==> config.mk <==
export PLATFORM = sky130hd
export DESIGN_NAME = calendar_period_length_days_core
export DESIGN_NICKNAME = d
export VERILOG_FILES = /design/src/hw/rtl/cpld_pkg.sv /design/src/hw/rtl/cpld_ctrl.sv /design/src/hw/rtl/cpld_dp.sv /design/src/hw/rtl/calendar_period_length_days_core.sv
export VERILOG_INCLUDE_DIRS = /design/src /design/src/hw/rtl
export SDC_FILE = /design/constraint.sdc
export NUM_CORES = 1
export LEC_CHECK = 0
export BUFFER_PORTS_ARGS = -buffer_cell sky130_fd_sc_hd__clkbuf_2
export CAP_MARGIN = 10
export CORE_UTILIZATION = 60
export DETAILED_ROUTE_END_ITERATION = 6
export PLACE_DENSITY = 0.81
export SYNTH_ARGS = -nofsm -noshare
export SYNTH_HDL_FRONTEND = slang
export SYNTH_SLANG_ARGS = --single-unit
==> constraint.sdc <==
create_clock -name clk -period 10.4 [get_ports clk]
set_input_delay 2.08 -clock clk [delete_from_list [all_inputs] [get_ports clk]]
set_output_delay 2.08 -clock clk [all_outputs]
set_load 0.05 [all_outputs]
==> src/hw/rtl/calendar_period_length_days_core_assert.svh <==
// Assertion macros shared by the period length core modules.
`ifndef CALENDAR_PERIOD_LENGTH_DAYS_CORE_ASSERT_SVH
`define CALENDAR_PERIOD_LENGTH_DAYS_CORE_ASSERT_SVH

// Same-cycle implication, disabled while reset is high.
`define CPLD_ASSERT_IMP(label, clk, rst, ante, cons, msg) \
  label: assert property (@(posedge clk) disable iff (rst) (ante) |-> (cons)) \
    else $error(msg);

// Next-cycle implication, disabled while reset is high.
`define CPLD_ASSERT_NXT(label, clk, rst, ante, cons, msg) \
  label: assert property (@(posedge clk) disable iff (rst) (ante) |=> (cons)) \
    else $error(msg);

`endif

==> src/hw/rtl/cpld_pkg.sv <==
// Types, constants and calendar tables for the period length core.
`default_nettype none

package cpld_pkg;

  localparam logic [13:0] MAX_YEAR = 14'd9999;

  // floor(x / 100) == (x * RECIP_100) >> RECIP_SHIFT for x < 16384
  localparam logic [12:0] RECIP_100   = 13'd5243;
  localparam int          RECIP_SHIFT = 19;

  typedef struct packed {
    logic [13:0] start_year;
    logic [3:0]  start_month;
    logic [4:0]  start_day;
    logic [13:0] end_year;
    logic [3:0]  end_month;
    logic [4:0]  end_day;
    logic        include_end_day;
  } req_t;

  typedef struct packed {
    logic [21:0] day_count;
    logic        date_invalid;
  } res_t;

  // controller -> datapath commands
  typedef struct packed {
    logic capture;
    logic sel_end;
    logic prep;
    logic conv;
    logic finish;
  } cmd_t;

  function automatic logic [8:0] days_before(input logic [3:0] m);
    logic [8:0] v;
    unique case (m)
      4'd1:    v = 9'd0;
      4'd2:    v = 9'd31;
      4'd3:    v = 9'd59;
      4'd4:    v = 9'd90;
      4'd5:    v = 9'd120;
      4'd6:    v = 9'd151;
      4'd7:    v = 9'd181;
      4'd8:    v = 9'd212;
      4'd9:    v = 9'd243;
      4'd10:   v = 9'd273;
      4'd11:   v = 9'd304;
      4'd12:   v = 9'd334;
      default: v = 9'd0;
    endcase
    return v;
  endfunction

  function automatic logic [4:0] month_days(input logic [3:0] m, input logic leap);
    logic [4:0] v;
    unique case (m)
      4'd1, 4'd3, 4'd5, 4'd7, 4'd8, 4'd10, 4'd12: v = 5'd31;
      4'd4, 4'd6, 4'd9, 4'd11:                  v = 5'd30;
      4'd2:                                     v = leap ? 5'd29 : 5'd28;
      default:                                  v = 5'd0;
    endcase
    return v;
  endfunction

endpackage

`default_nettype wire

==> src/hw/rtl/cpld_ctrl.sv <==
// Sequencer for the period length core: walks start date, end date, result.
`default_nettype none

module cpld_ctrl (
  input  wire logic          clk,
  input  wire logic          rst,
  input  wire logic          start,
  output logic               busy,
  output cpld_pkg::cmd_t     cmd
);

  typedef enum logic [5:0] {
    ST_IDLE   = 6'b000001,
    ST_PREP_S = 6'b000010,
    ST_CONV_S = 6'b000100,
    ST_PREP_E = 6'b001000,
    ST_CONV_E = 6'b010000,
    ST_FINISH = 6'b100000
  } state_t;

  state_t state;
  state_t state_next;

  always_comb begin
    unique case (state)
      ST_IDLE:   state_next = start ? ST_PREP_S : ST_IDLE;
      ST_PREP_S: state_next = ST_CONV_S;
      ST_CONV_S: state_next = ST_PREP_E;
      ST_PREP_E: state_next = ST_CONV_E;
      ST_CONV_E: state_next = ST_FINISH;
      ST_FINISH: state_next = ST_IDLE;
      default:   state_next = ST_IDLE;
    endcase
  end

  always_ff @(posedge clk) begin
    if (rst) begin
      state <= ST_IDLE;
    end else begin
      state <= state_next;
    end
  end

  assign busy        = (state != ST_IDLE);
  assign cmd.capture = (state == ST_IDLE) && start;
  assign cmd.sel_end = (state == ST_PREP_E) || (state == ST_CONV_E);
  assign cmd.prep    = (state == ST_PREP_S) || (state == ST_PREP_E);
  assign cmd.conv    = (state == ST_CONV_S) || (state == ST_CONV_E);
  assign cmd.finish  = (state == ST_FINISH);

`include "calendar_period_length_days_core_assert.svh"

  `CPLD_ASSERT_NXT(a_capture_starts, clk, rst, cmd.capture, state == ST_PREP_S, "capture did not start conversion")
  `CPLD_ASSERT_NXT(a_finish_to_idle, clk, rst, cmd.finish, !busy, "still busy after finish")
  `CPLD_ASSERT_IMP(a_conv_after_prep, clk, rst, cmd.conv, $past(cmd.prep), "conversion without prep")

endmodule

`default_nettype wire

==> src/hw/rtl/cpld_dp.sv <==
// Datapath: date to serial day conversion, validity check and difference.
`default_nettype none

module cpld_dp (
  input  wire logic            clk,
  input  wire logic            rst,
  input  wire cpld_pkg::req_t  req,
  input  wire cpld_pkg::cmd_t  cmd,
  output logic                 done,
  output cpld_pkg::res_t       res
);

  cpld_pkg::req_t req_q;

  logic [13:0] y;
  logic [3:0]  m;
  logic [4:0]  d;

  // stage 1 products
  logic [13:0] p;
  logic [26:0] prod_p;
  logic [24:0] prod_p4;
  logic [26:0] prod_y;

  logic [13:0] p_q;
  logic [7:0]  qp_q;
  logic [5:0]  qp4_q;
  logic [7:0]  qy_q;

  // stage 2
  logic [13:0] rem_y;
  logic        leap;
  logic [4:0]  dim;
  logic        valid;
  logic [22:0] serial;

  logic [21:0] a_q;
  logic [21:0] b_q;
  logic        bad_q;

  logic [21:0] diff;
  logic [21:0] count;

  assign y = cmd.sel_end ? req_q.end_year  : req_q.start_year;
  assign m = cmd.sel_end ? req_q.end_month : req_q.start_month;
  assign d = cmd.sel_end ? req_q.end_day   : req_q.start_day;

  assign p       = y - 14'd1;
  assign prod_p  = 27'(p) * 27'(cpld_pkg::RECIP_100);
  assign prod_p4 = 25'(p[13:2]) * 25'(cpld_pkg::RECIP_100);
  assign prod_y  = 27'(y) * 27'(cpld_pkg::RECIP_100);

  // y % 100 from the registered quotient; y % 400 == 0 iff y % 100 == 0 and (y/100) % 4 == 0
  assign rem_y = y - (14'(qy_q) * 14'd100);
  assign leap  = ((y[1:0] == 2'd0) && (rem_y != 14'd0)) ||
                 ((rem_y == 14'd0) && (qy_q[1:0] == 2'd0));
  assign dim   = cpld_pkg::month_days(m, leap);
  assign valid = (y != 14'd0) && (y <= cpld_pkg::MAX_YEAR) &&
                 (m >= 4'd1) && (m <= 4'd12) &&
                 (d != 5'd0) && (d <= dim);

  assign serial = (23'(p_q) * 23'd365) + 23'(p_q[13:2]) - 23'(qp_q) + 23'(qp4_q)
                + 23'(cpld_pkg::days_before(m)) + 23'(leap && (m > 4'd2)) + 23'(d);

  assign diff  = b_q - a_q;
  assign count = ((a_q < b_q) ? diff : 22'd0) + 22'(req_q.include_end_day);

  always_ff @(posedge clk) begin
    if (cmd.capture) begin
      req_q <= req;
    end
    if (cmd.prep) begin
      p_q   <= p;
      qp_q  <= prod_p[cpld_pkg::RECIP_SHIFT +: 8];
      qp4_q <= prod_p4[cpld_pkg::RECIP_SHIFT +: 6];
      qy_q  <= prod_y[cpld_pkg::RECIP_SHIFT +: 8];
    end
    if (cmd.conv) begin
      if (cmd.sel_end) begin
        b_q <= serial[21:0];
      end else begin
        a_q <= serial[21:0];
      end
    end
    if (cmd.finish) begin
      res.day_count    <= bad_q ? 22'd0 : count;
      res.date_invalid <= bad_q;
    end
  end

  always_ff @(posedge clk) begin
    if (rst) begin
      bad_q <= 1'b0;
      done  <= 1'b0;
    end else begin
      done <= cmd.finish;
      if (cmd.capture) begin
        bad_q <= 1'b0;
      end else if (cmd.conv && !valid) begin
        bad_q <= 1'b1;
      end
    end
  end

`include "calendar_period_length_days_core_assert.svh"

  `CPLD_ASSERT_IMP(a_invalid_zero, clk, rst, done && res.date_invalid, res.day_count == 22'd0, "invalid date with nonzero count")
  `CPLD_ASSERT_IMP(a_done_single, clk, rst, done, !$past(done), "result strobe held two cycles")
  `CPLD_ASSERT_NXT(a_capture_clears_bad, clk, rst, cmd.capture, !bad_q, "error flag not cleared on capture")

endmodule

`default_nettype wire

==> src/hw/rtl/calendar_period_length_days_core.sv <==
// Top level of the Gregorian period length core.
//
//  channel  | handshake          | payload
//  ---------+--------------------+---------------------------------------
//  request  | start / busy       | req (start and end date, include flag)
//  result   | done (strobe)      | res (day_count, date_invalid)
//
// A transaction is taken at a rising edge with start high and busy low.
// The result strobe done rises once FINISH has passed, for one cycle: for
// each date, the /100 reciprocal multiplier is registered in a PREP state
// and the serial day adder in a CONV state; the difference is registered
// in FINISH. busy is low again in the done cycle, so a new transaction can
// be taken there; none is taken while busy is high. Synchronous reset
// returns to idle and drops done; the result side cannot stall.
`default_nettype none

module calendar_period_length_days_core (
  input  wire logic            clk,
  input  wire logic            rst,
  input  wire logic            start,
  output logic                 busy,
  input  wire cpld_pkg::req_t  req,
  output logic                 done,
  output cpld_pkg::res_t       res
);

  cpld_pkg::cmd_t cmd;

  cpld_ctrl u_ctrl (
    .clk   (clk),
    .rst   (rst),
    .start (start),
    .busy  (busy),
    .cmd   (cmd)
  );

  cpld_dp u_dp (
    .clk  (clk),
    .rst  (rst),
    .req  (req),
    .cmd  (cmd),
    .done (done),
    .res  (res)
  );

endmodule

`default_nettype wire

; Word level (Yosys, flattened, before mapping)
; Memory sizes are Yosys's and may differ from the RTL's.
; Index checks and enable logic that the tools add are counted.
[op_classes]
magnitude_cmp = 6
bitwise = 1
muxes = 8
add_sub_neg = 10
n_eq_ne = 19
n_reduce_logical = 26
mul = 5
[ops]
columns = op, n
row1 = 14-bit by 13-bit multiplier with 27-bit output (second input constant), 2
row2 = 22-bit by 1-bit adder with 22-bit output, 2
row3 = 6-bit one-hot mux with 5 select lines, 1
row4 = 14-bit nonzero test, 2
row5 = 12-bit by 13-bit multiplier with 25-bit output (second input constant), 1
row6 = 22-bit by 12-bit adder with 22-bit output, 1
row7 = 22-bit by 5-bit adder with 22-bit output, 1
row8 = 22-bit by 6-bit adder with 22-bit output, 1
row9 = 22-bit by 9-bit adder with 22-bit output, 1
row10 = 22-bit < comparator, 1
row11 = 14-bit by 9-bit multiplier with 22-bit output (second input constant), 1
row12 = 22-bit two-way mux, 1
row13 = 22-bit subtractor, 1
row14 = 22-bit by 8-bit subtractor with 22-bit output, 1
row15 = 4-bit == test (second input constant), 5
row16 = 4-bit by 3-bit == test with 1-bit output (second input constant), 4
row17 = 5-bit one-hot mux with 3 select lines, 1
row18 = 14-bit less-or-equal comparator (second input constant), 1
row19 = 14-bit zero test, 1
row20 = 14-bit two-way mux, 1
row21 = 14-bit by 1-bit subtractor with 14-bit output (second input constant), 1
row22 = 14-bit subtractor, 1
row23 = 8-bit by 5-bit multiplier with 12-bit output (second input constant), 1
row24 = 1-bit logical AND, 10
row25 = other kinds (26), 32
[totals]
mem_count = 1
inputBits = 50
reg_bits = 158
word_cells = 94
out_inout_bits = 25
mem_bits_ro = 144
[mem_list]
columns = name, words, width, read_ports, rd_clocked_by_memory_dff, wr, line_no
row1 = (name not given), 16, 9, 1, 0, 0, cpld_pkg.sv:38  ; unique case (m)

; Logic depth before layout (Yosys ltp)
; Gate-level depths: netlist (run 1).
[depth]
ltp_word = 13
ltp_mapped = 38
ltp_nobuf = 38

; Cells and area by module
; From an unflattened synthesis (run 1), not the netlist that was laid out.
[hier_totals]
cells_unflattened = 2044
area_unflattened_um2 = 21909.8
[by_module_without_submodules]
columns = module, n_inst, cells_each, seq_area_each_um2, area_each_um2
row1 = cpld_dp, 1, 2005, 4544.4, 21564.4
row2 = cpld_ctrl, 1, 39, 120.1, 345.3

; Worst setup path after synthesis (run 1)
; Ideal clock, no wire load.
[synth_path]
path_kind = flip-flop to flip-flop
start = register u_ctrl.state[2]
end = register u_dp.a_q[19] (data pin)
required_time_ps = 10138
arrival_ps = 8749
setup_time_ps = 262
period_less_slack_ps = 9011
path_buffers = 3
slack_ps = 1389
path_stages_with_launch = 38
cell_sequence = dfxtp_1 or3_1 or3_1 buf_2 buf_2 buf_1 mux2i_1 inv_1 ha_1 nor2b_1 o21ai_0 a21oi_1 o41ai_1 o21ai_0 a31oi_1 xnor2_1 o2111ai_1 nand3_1 [... 2 more ...] inv_1 ha_1 fa_1 inv_1 fa_1 inv_1 fa_1 inv_1 fa_1 nor2b_1 o2111ai_1 a31oi_1 nand4_1 a41oi_1 a221o_1 a41oi_1 nor2b_1 xnor2_1
[synth_via]
elab_chain_cells = 10
elab_cells_between_ends = 19
classes_between = add/sub (4) / order compare (1) / eq/ne (2) / mux (3) / reduce/logical (8) / memory (1)
[synth_rtl]
columns = item, line_no
row1 = "start, declared", cpld_ctrl.sv:21  ; state_t state;
row2 = "start signal, assigned", cpld_ctrl.sv:40  ; state <= state_next;
row3 = 6-bit by 4-bit == test with 1-bit output or 6-bit by 5-bit == test with 1-bit output (tied branches), cpld_ctrl.sv:46  ; assign cmd.sel_end = (state == ST_PREP_E) || (state == ST_CONV_E);
row4 = 1-bit logical OR (*), cpld_ctrl.sv:46
row5 = "parallel branches: the longest is 7 deep, another holds 22-bit by 9-bit adder with 22-bit output", n/a
row6 = 22-bit by 5-bit adder with 22-bit output (*), cpld_dp.sv:63  ; + 23'(cpld_pkg::days_before(m)) + 23'(leap && (m > 4'd2)) + 23'(d);
row7 = named net u_dp.serial[19], cpld_dp.sv:35  ; logic [22:0] serial;
row8 = "end signal, assigned", cpld_dp.sv:82  ; a_q <= serial[21:0];
row9 = "end, declared", cpld_dp.sv:37  ; logic [21:0] a_q;
; Mark *: on every way through the listed nets, which the timed path passes.
; A chain may end at the register's enable or synchronous reset.

; Worst setup path after layout (run 1)
[layout_path]
start = register u_ctrl.state[2]
end = register u_dp.b_q[21] (data pin)
[layout_via]
elab_chain_cells = 10
elab_cells_between_ends = 19
classes_between = add/sub (4) / order compare (1) / eq/ne (2) / mux (3) / reduce/logical (8) / memory (1)
[layout_rtl]
columns = item, line_no
row1 = 6-bit by 4-bit == test with 1-bit output or 6-bit by 5-bit == test with 1-bit output (tied branches), cpld_ctrl.sv:46
row2 = 1-bit logical OR (*), cpld_ctrl.sv:46
row3 = "parallel branches: the longest is 7 deep, another holds 22-bit by 9-bit adder with 22-bit output", n/a
row4 = 22-bit by 5-bit adder with 22-bit output (*), cpld_dp.sv:63
row5 = named net u_dp.serial[21], cpld_dp.sv:35
row6 = "end signal, assigned", cpld_dp.sv:80  ; b_q <= serial[21:0];
row7 = "end, declared", cpld_dp.sv:38  ; logic [21:0] b_q;
; Marks and branches as above.

==> results of run 1 <==
where the power goes:
group | switching [mW] | internal, mW | total [mW]
registers | 0.0124 | 0.906 | 0.918
logic | 2.38 | 1.83 | 4.21
clock network | 0.302 | 0.342 | 0.644
layout make-up:
class,count,area (um^2)
Fill cell,2682,12600
Clock inverter,14,166
Timing Repair Buffer,98,551
Clock buffer,17,425
Multi-Input combinational cell,1427,15600
Tap cell,468,586
Sequential cell,158,4660
Inverter,501,1880
metrics by stage:
step                util [%]  instance area [um^2]  total power, mW  worst slack (ns)  std cells
floorplan                  -                 22200             4.03              1.39       2110
finish                  65.4                 23900             5.77             0.762       2683
global placement        63.7                 23300             4.90             0.972       2652
CTS                     65.3                 23900             5.80             0.499       2683
global route            65.4                 23900             6.45             0.169       2683
detailed placement      63.7                 23300             5.10             0.548       2652
flip-flops by register name, summed over array words and instances, names as in the netlist:
| register | cells |
|---|---|
| u_ctrl.state | 6 |
| u_dp.a_q | 22 |
| u_dp.b_q | 22 |
| u_dp.bad_q | 1 |
| u_dp.done | 1 |
| u_dp.p_q | 14 |
| u_dp.qp4_q | 6 |
| u_dp.qp_q | 8 |
| u_dp.qy_q | 8 |
| u_dp.req_q | 47 |
| u_dp.res | 23 |
worst reg2reg max path: cells and delay by family, from the launching register on:
kind	cells	cell delay, ns
adder cells (fa/ha/maj)	8	3.26
XOR/XNOR	2	0.22
buffers and inverters	5	0.47
AND/OR/NAND/NOR	6	1.77
AO/OA/AOI/OAI	12	2.81
multiplexers	1	0.47
flip-flops	1	0.38
routing by layer:
layer	vias up	part of all wire (%)
met3	113	4.0
met2	416	52
met5	-	0
met4	0	3.1
met1	7316	41
li1	7164	-
timing repair:
| item | in CTS | in global routing |
|---|---|---|
| setup endpoints to repair | 0 | 8 |
| hold buffers | 0 | 0 |
| resized for setup | 0 | 3 |
cells by family (layout without fill, tap and decap cells):
logic type                 Yosys count  after routing  share of synthesized area (%)
DFF                                158            158                           21.0
and+or+nand+nor                    339            339                           7.93
adders and majority gates          717            717                           49.3
buffers and inverters              525            630                           9.00
xor gates and xnor gates            94             94                           3.70
AOI/OAI and AO/OA                  246            246                           7.65
muxes                               31             31                           1.45
cells in the mapped netlist, drive strengths merged, types with 12 or more instances:
library cell,number,share of area [%]
mux2i,22,0.99
nor2b,16,0.45
nor2,96,1.7
a21oi,74,1.7
and3,16,0.45
nand3,34,0.77
buf,12,0.33
o21a,18,0.64
fa,265,24
o211ai,12,0.49
xnor2,60,2.4
edfxtp,150,20
xor2,34,1.3
nor3,31,0.70
a21o,28,0.95
nand4,17,0.61
inv,501,8.5
ha,452,25
o21ai,35,0.79
clkbuf,12,0.21
or3,15,0.43
nand2,54,0.91
path summary, 6_finish.rpt:
kind                                 startpoint               to  depth (start not counted)
worst max-delay path            u_ctrl.state[2]     u_dp.b_q[21]                         34
worst min-delay path            u_ctrl.state[1]  u_ctrl.state[2]                          1
worst max register to register  u_ctrl.state[2]     u_dp.b_q[21]                         34
worst min register to register  u_ctrl.state[1]  u_ctrl.state[2]                          1
cell usage in the layout, fill, tap and decap left out, types with 7 or more instances in the layout:
master,instances
a21o_1,28
a21oi_1,74
a31oi_1,11
and2_1,10
and3_1,16
buf_4,24
clkbuf_16,17
clkbuf_2,74
dfxtp_1,8
edfxtp_1,150
fa_1,265
ha_1,452
inv_1,499
mux2_2,8
mux2i_1,20
nand2_1,54
nand2b_1,9
nand3_1,34
nand4_1,15
nor2_1,95
nor2b_1,16
nor3_1,31
nor4_1,9
o211ai_1,10
o21a_1,17
o21ai_0,34
o31ai_1,7
or2_2,9
or3_1,13
xnor2_1,59
xor2_1,34
==> results.json, run 1 <==
{
  "crit_fanout": 10,
  "synth.distinct_cells": 85,
  "synth_seq_cells": 158,
  "cp-start-kind": "flop",
  "port_buffers": 74,
  "critical-path-top-delay-family": "adder cells",
  "cts_tree": "done",
  "antenna_cells": 0,
  "holdWs_ns": 0.561,
  "syn_nets": 2877,
  "clock-skew-final_ns": 0.0208,
  "antenna_left": 0,
  "synth_edf_count": 150,
  "yosysSeqAreaShare_pct": 21.0,
  "io_pins": 75,
  "place.gp.congestion": 0.960,
  "final_layout_size_suffix_gt1_share_pct": 8.08,
  "fin_crit_sh_pct": 92.7,
  "clock_path_buffers": 2,
  "drt-initial-drc-count": 809,
  "die_x_um": 195,
  "grt_pass1_vias": 16000,
  "wl_per_cell_um": 17.3,
  "dominantRegCellSynth": "edfxtp_1",
  "numCtsBuffers": 17,
  "core_area_mm2": 0.0365,
  "tightest_slew_ns": 1.04,
  "grtUsageMet1_pct": 31.0,
  "area_delta_synth_final_pct": 7.39,
  "max_freq_ghz": 0.104,
  "finalCriticalPeriod_ns": 9.64,
  "final_nets": 2970,
  "clk_latency_ns": 0.45,
  "wl_um": 46400,
  "avgSynthCellArea_um2": 10.5,
  "syn_inst": 2110,
  "worstPathArrival_ns": 9.82,
  "crit_path_frequent_cell": "fa_1",
  "fin_tns_setup_ns": 0,
  "num_rows": 70,
  "root_buffer": "clkbuf_16",
  "yosys_warnings": 0,
  "max_slew_margin_pct": 30.5,
  "vias": 15000,
  "outcome": "complete, no violations",
  "htree_levels": 4,
  "cts_setup_buffers": 0,
  "die-area_mm2": 0.0378,
  "maxCapViolations": 0,
  "routed_via_density": 5.59,
  "die_h_um": 195,
  "busiest_layer": "met2",
  "firstDrtPassIters": 6,
  "gr-total-overflow": 0,
  "maxSlewViolCount": 0,
  "grtUsageTotal_pct": 25.7,
  "antenna_found_initial": 0,
  "post-route-drc-count": 0,
  "critical_path_buf_inv_count": 5,
  "setup_viol": 0,
  "ys_async_sr_fraction_pct": 0,
  "critPathKind": "flop to flop",
  "rsz0062_at_grt": "false",
  "syn-cell-area_mm2": 0.0222,
  "hold_viol": 0,
  "hpwl_um": 39200,
  "worst-r2r-setup-slack_ns": 0.76,
  "cp_slowest_stage_delay_ns": 0.68,
  "start_util_pct": 60.9,
  "cp-end-kind": "flop",
  "cts_sinks": 158,
  "grt_use_met3_pct": 3.37,
  "worst_ir_drop_vdd_mv": 0.308,
  "grt_pass1_wl_um": 77600,
  "hp-class": "flop to flop",
  "grt_max_degree": 49,
  "gr-usage-met2_pct": 47.1,
  "p_per_area_mw_per_mm2": 242,
  "leakage_nw": 12.0,
  "cts.clk_slew.worst_paths_ns": 0.07,
  "cp_slowest_cell": "or3_1",
  "critPathRequiredTime_ns": 10.59
}
(Power assumes the default switching activity.)
==> run 2, diff against run 1 <==
--- a/config.mk
+++ b/config.mk
@@ -6,6 +6,7 @@
 export SDC_FILE = /design/constraint.sdc
 export NUM_CORES = 1
 export LEC_CHECK = 0
+export ABC_AREA = 1
 export BUFFER_PORTS_ARGS = -buffer_cell sky130_fd_sc_hd__clkbuf_2
 export CAP_MARGIN = 10
 export CORE_UTILIZATION = 60
==> run 2 against run 1 <==
Effect of this change: combinational power is 30% higher; via count up 15%; setup slack better by 0.88 ns; fmax is 10% higher; clock power shrank 3.3%; first-iteration DRC count grew 21%; area after synthesis rose by 5.9%; die area grew 5.9%; non-clock buffer count shrank 8; synthesized cell count is 22% higher; flip-flop and latch count unchanged; clock skew shrank 0.0086 ns; largest cell class unchanged; largest power group unchanged.
==> results.json, run 2 <==
{
  "yosys-top-cells-area": "ha_1 (24%), fa_1 (23%), edfxtp_1 (19%), inv_1 (11%), nand2_1 (5.6%)",
  "clock_path_buffers": 2,
  "reg.largest.list": "u_dp.req_q (47), u_dp.res (23)",
  "regArea_mm2": 0.00466,
  "ys_async_sr_fraction_pct": 0,
  "gr-total-overflow": 0,
  "fin_cells": 3211,
  "critical-path-top-delay-family": "adder cells",
  "htree_levels": 4,
  "fin_crit_sh_pct": 84.3,
  "clk_latency_ns": 0.46,
  "largest_register_ffs": 47,
  "leakage_nw": 13.2,
  "combinationalPowerShare_pct": 78.0,
  "p_switching_mw": 3.66,
  "finalCriticalPeriod_ns": 8.76,
  "worstPathArrival_ns": 8.96,
  "p_per_area_mw_per_mm2": 279,
  "placedCellCount": 3179,
  "cts_sinks": 158,
  "synth.distinct_cells": 53,
  "start_util_pct": 61.0,
  "core_area_mm2": 0.0386,
  "cp-start-kind": "flop",
  "port_buffers": 74,
  "ctsResizeCount": 0,
  "power.internal_mw": 3.37,
  "yosys.area.top_type_share_pct": 24.0,
  "hold_viol": 0,
  "cts_setup_buffers": 0,
  "clock-skew-final_ns": 0.0122,
  "antenna_cells": 0,
  "cp_slowest_cell": "fa_1",
  "seq_power_share_pct": 13.2,
  "yosysSeqAreaShare_pct": 19.8,
  "max_slew_margin_pct": 27.7,
  "largest_register": "u_dp.req_q",
  "clock_power_share_pct": 8.9,
  "die-area_mm2": 0.0401,
  "final_common_cell": "inv_1",
  "critical_path_buf_inv_count": 9,
  "maxCapViolations": 0,
  "critPathRequiredTime_ns": 10.59,
  "crit_path_frequent_cell": "inv_1",
  "place.gp.congestion": 0.975,
  "grt_max_degree": 48,
  "die_x_um": 200,
  "rsz0062_at_grt": "false",
  "syn-cell-area_mm2": 0.0236,
  "outcome": "complete, no violations",
  "routed_via_density": 5.40,
  "area_delta_synth_final_pct": 7.06,
  "yosys_warnings": 0,
  "io_pins": 75,
  "synth_edf_count": 150,
  "hold_buffers": 0,
  "synth_seq_cells": 158,
  "multi_input_area_mm2": 0.0163,
  "syn_nets": 3348,
  "post-route-drc-count": 0,
  "swShare_pct": 52.0,
  "cp_slowest_stage_delay_ns": 0.55,
  "cp-end-kind": "flop",
  "numCtsBuffers": 17,
  "maxSlewViolCount": 0,
  "tightest_slew_ns": 1.08,
  "syn_inst": 2581,
  "firstDrtPassIters": 7,
  "cts.clk_slew.worst_paths_ns": 0.08,
  "crit_fanout": 33,
  "antenna_found_initial": 0,
  "root_buffer": "clkbuf_16",
  "num-fill-cells": 3052,
  "drt-initial-drc-count": 982,
  "cts_tree": "done",
  "worst_ir_drop_vdd_mv": 0.431,
  "final_layout_size_suffix_gt1_share_pct": 7.46,
  "dominantRegCellSynth": "edfxtp_1",
  "hpwl_um": 46300,
  "die_h_um": 200,
  "wl_um": 54000,
  "num_rows": 72,
  "setup_viol": 0,
  "synth_common_cells": "inv_1 (660), ha_1 (452), nand2_1 (351)",
  "max_freq_ghz": 0.114,
  "antenna_left": 0,
  "fin_tns_setup_ns": 0,
  "layout_common_cells": "inv_1 (659), ha_1 (452), nand2_1 (351)",
  "grtUsageTotal_pct": 28.4,
  "final_nets": 3447,
  "vias": 17300,
  "wl_per_cell_um": 16.8,
  "avgSynthCellArea_um2": 9.13,
  "hp-class": "flop to flop",
  "grt_pass1_vias": 18500,
  "yosysTopAreaCell": "ha_1",
  "critPathKind": "flop to flop",
  "grt_pass1_wl_um": 90400,
  "yosys.cell_count.top_type": "inv_1"
}
-- run 2: cell types whose count changed in the layout (fill, tap and decap cells not counted), moves of 30 or more --
cell / before / now
nand2_1: 54 / 351
xnor2_1: 59 / 29
inv_1: 499 / 659
a21oi_1: 74 / 129
o21ai_0: 34 / 77
nand3_1: 34 / 66
-- run 2: layout make-up --
| class | instances | area share (%) |
|---|---|---|
| Clock buffer | 18 | 1.70 |
| Clock inverter | 14 | 0.570 |
| Inverter | 669 | 9.96 |
| Multi-Input combinational cell | 1744 | 64.8 |
| Sequential cell | 158 | 18.5 |
| Tap cell | 518 | 2.57 |
| Timing Repair Buffer | 90 | 1.94 |
-- run 2: cell families after synthesis --
logic type               count (synthesis)  share of synthesized area, %
multiplexers                             1                        0.0425
AO/OA/AOI/OAI                          285                          6.87
adder cells (fa/ha/maj)                717                          46.5
flip-flops                             158                          19.8
AND/OR/NAND/NOR                        661                          12.8
buffers and inverters                  679                          10.9
XOR/XNOR                                80                          2.97
-- run 2: final timing paths --
| kind | slack, ns | cells after the start | from | endpoint |
|---|---|---|---|---|
| worst max-delay path | 1.64 | 39 | u_ctrl.state[1] | u_dp.a_q[21] |
| worst min-delay path | 0.52 | 1 | u_ctrl.state[4] | u_dp.done |
| worst max register to register | 1.64 | 39 | u_ctrl.state[1] | u_dp.a_q[21] |
| worst min register to register | 0.52 | 1 | u_ctrl.state[4] | u_dp.done |
-- run 2: layer usage --
layer / global-route usage, % / part of all wire [%] / vias up
met3: 2.96 / 4.0 / 117
met4: 12.0 / 4.1 / 0
met5: 0 / 0 / -
met1: 35.0 / 41 / 8377
met2: 50.4 / 51 / 447
li1: - / - / 8389
-- run 2: through the flow --
stage          cell area [um^2]  hold WS, ns  power, mW  utilization (%)  setup WS (ns)
6_report                  25200        0.521       7.03             65.3           1.64
5_1_grt                   25200        0.557       7.87             65.3          0.898
4_1_cts                   25200        0.510       7.02             65.3           1.66
3_5_place_dp              24600        0.507       6.33             63.8           1.72
3_3_place_gp              24600        0.495       6.17             63.8           2.04
2_1_floorplan             23600        0.464       5.04                -           2.53
-- run 2: power by group through the flow --
| stage | combinational [mW] | clock (mW) | sequential [mW] |
|---|---|---|---|
| after floorplan | 4.10 | 0 | 0.934 |
| after global placement | 5.23 | 0 | 0.939 |
| after detailed placement | 5.39 | 0 | 0.940 |
| after CTS | 5.47 | 0.632 | 0.926 |
| after global routing | 6.28 | 0.659 | 0.928 |
| final | 5.48 | 0.623 | 0.926 |
-- run 2: worst register-to-register path, delay by kind of cell (launching register included) --
| kind | cells | cell delay [ns] |
|---|---|---|
| adders and majority gates | 8 | 3.36 |
| AOI/OAI and AO/OA | 8 | 1.78 |
| and+or+nand+nor | 13 | 1.77 |
| buffers and inverters | 9 | 1.13 |
| DFF | 1 | 0.33 |
| xor gates and xnor gates | 1 | 0.11 |
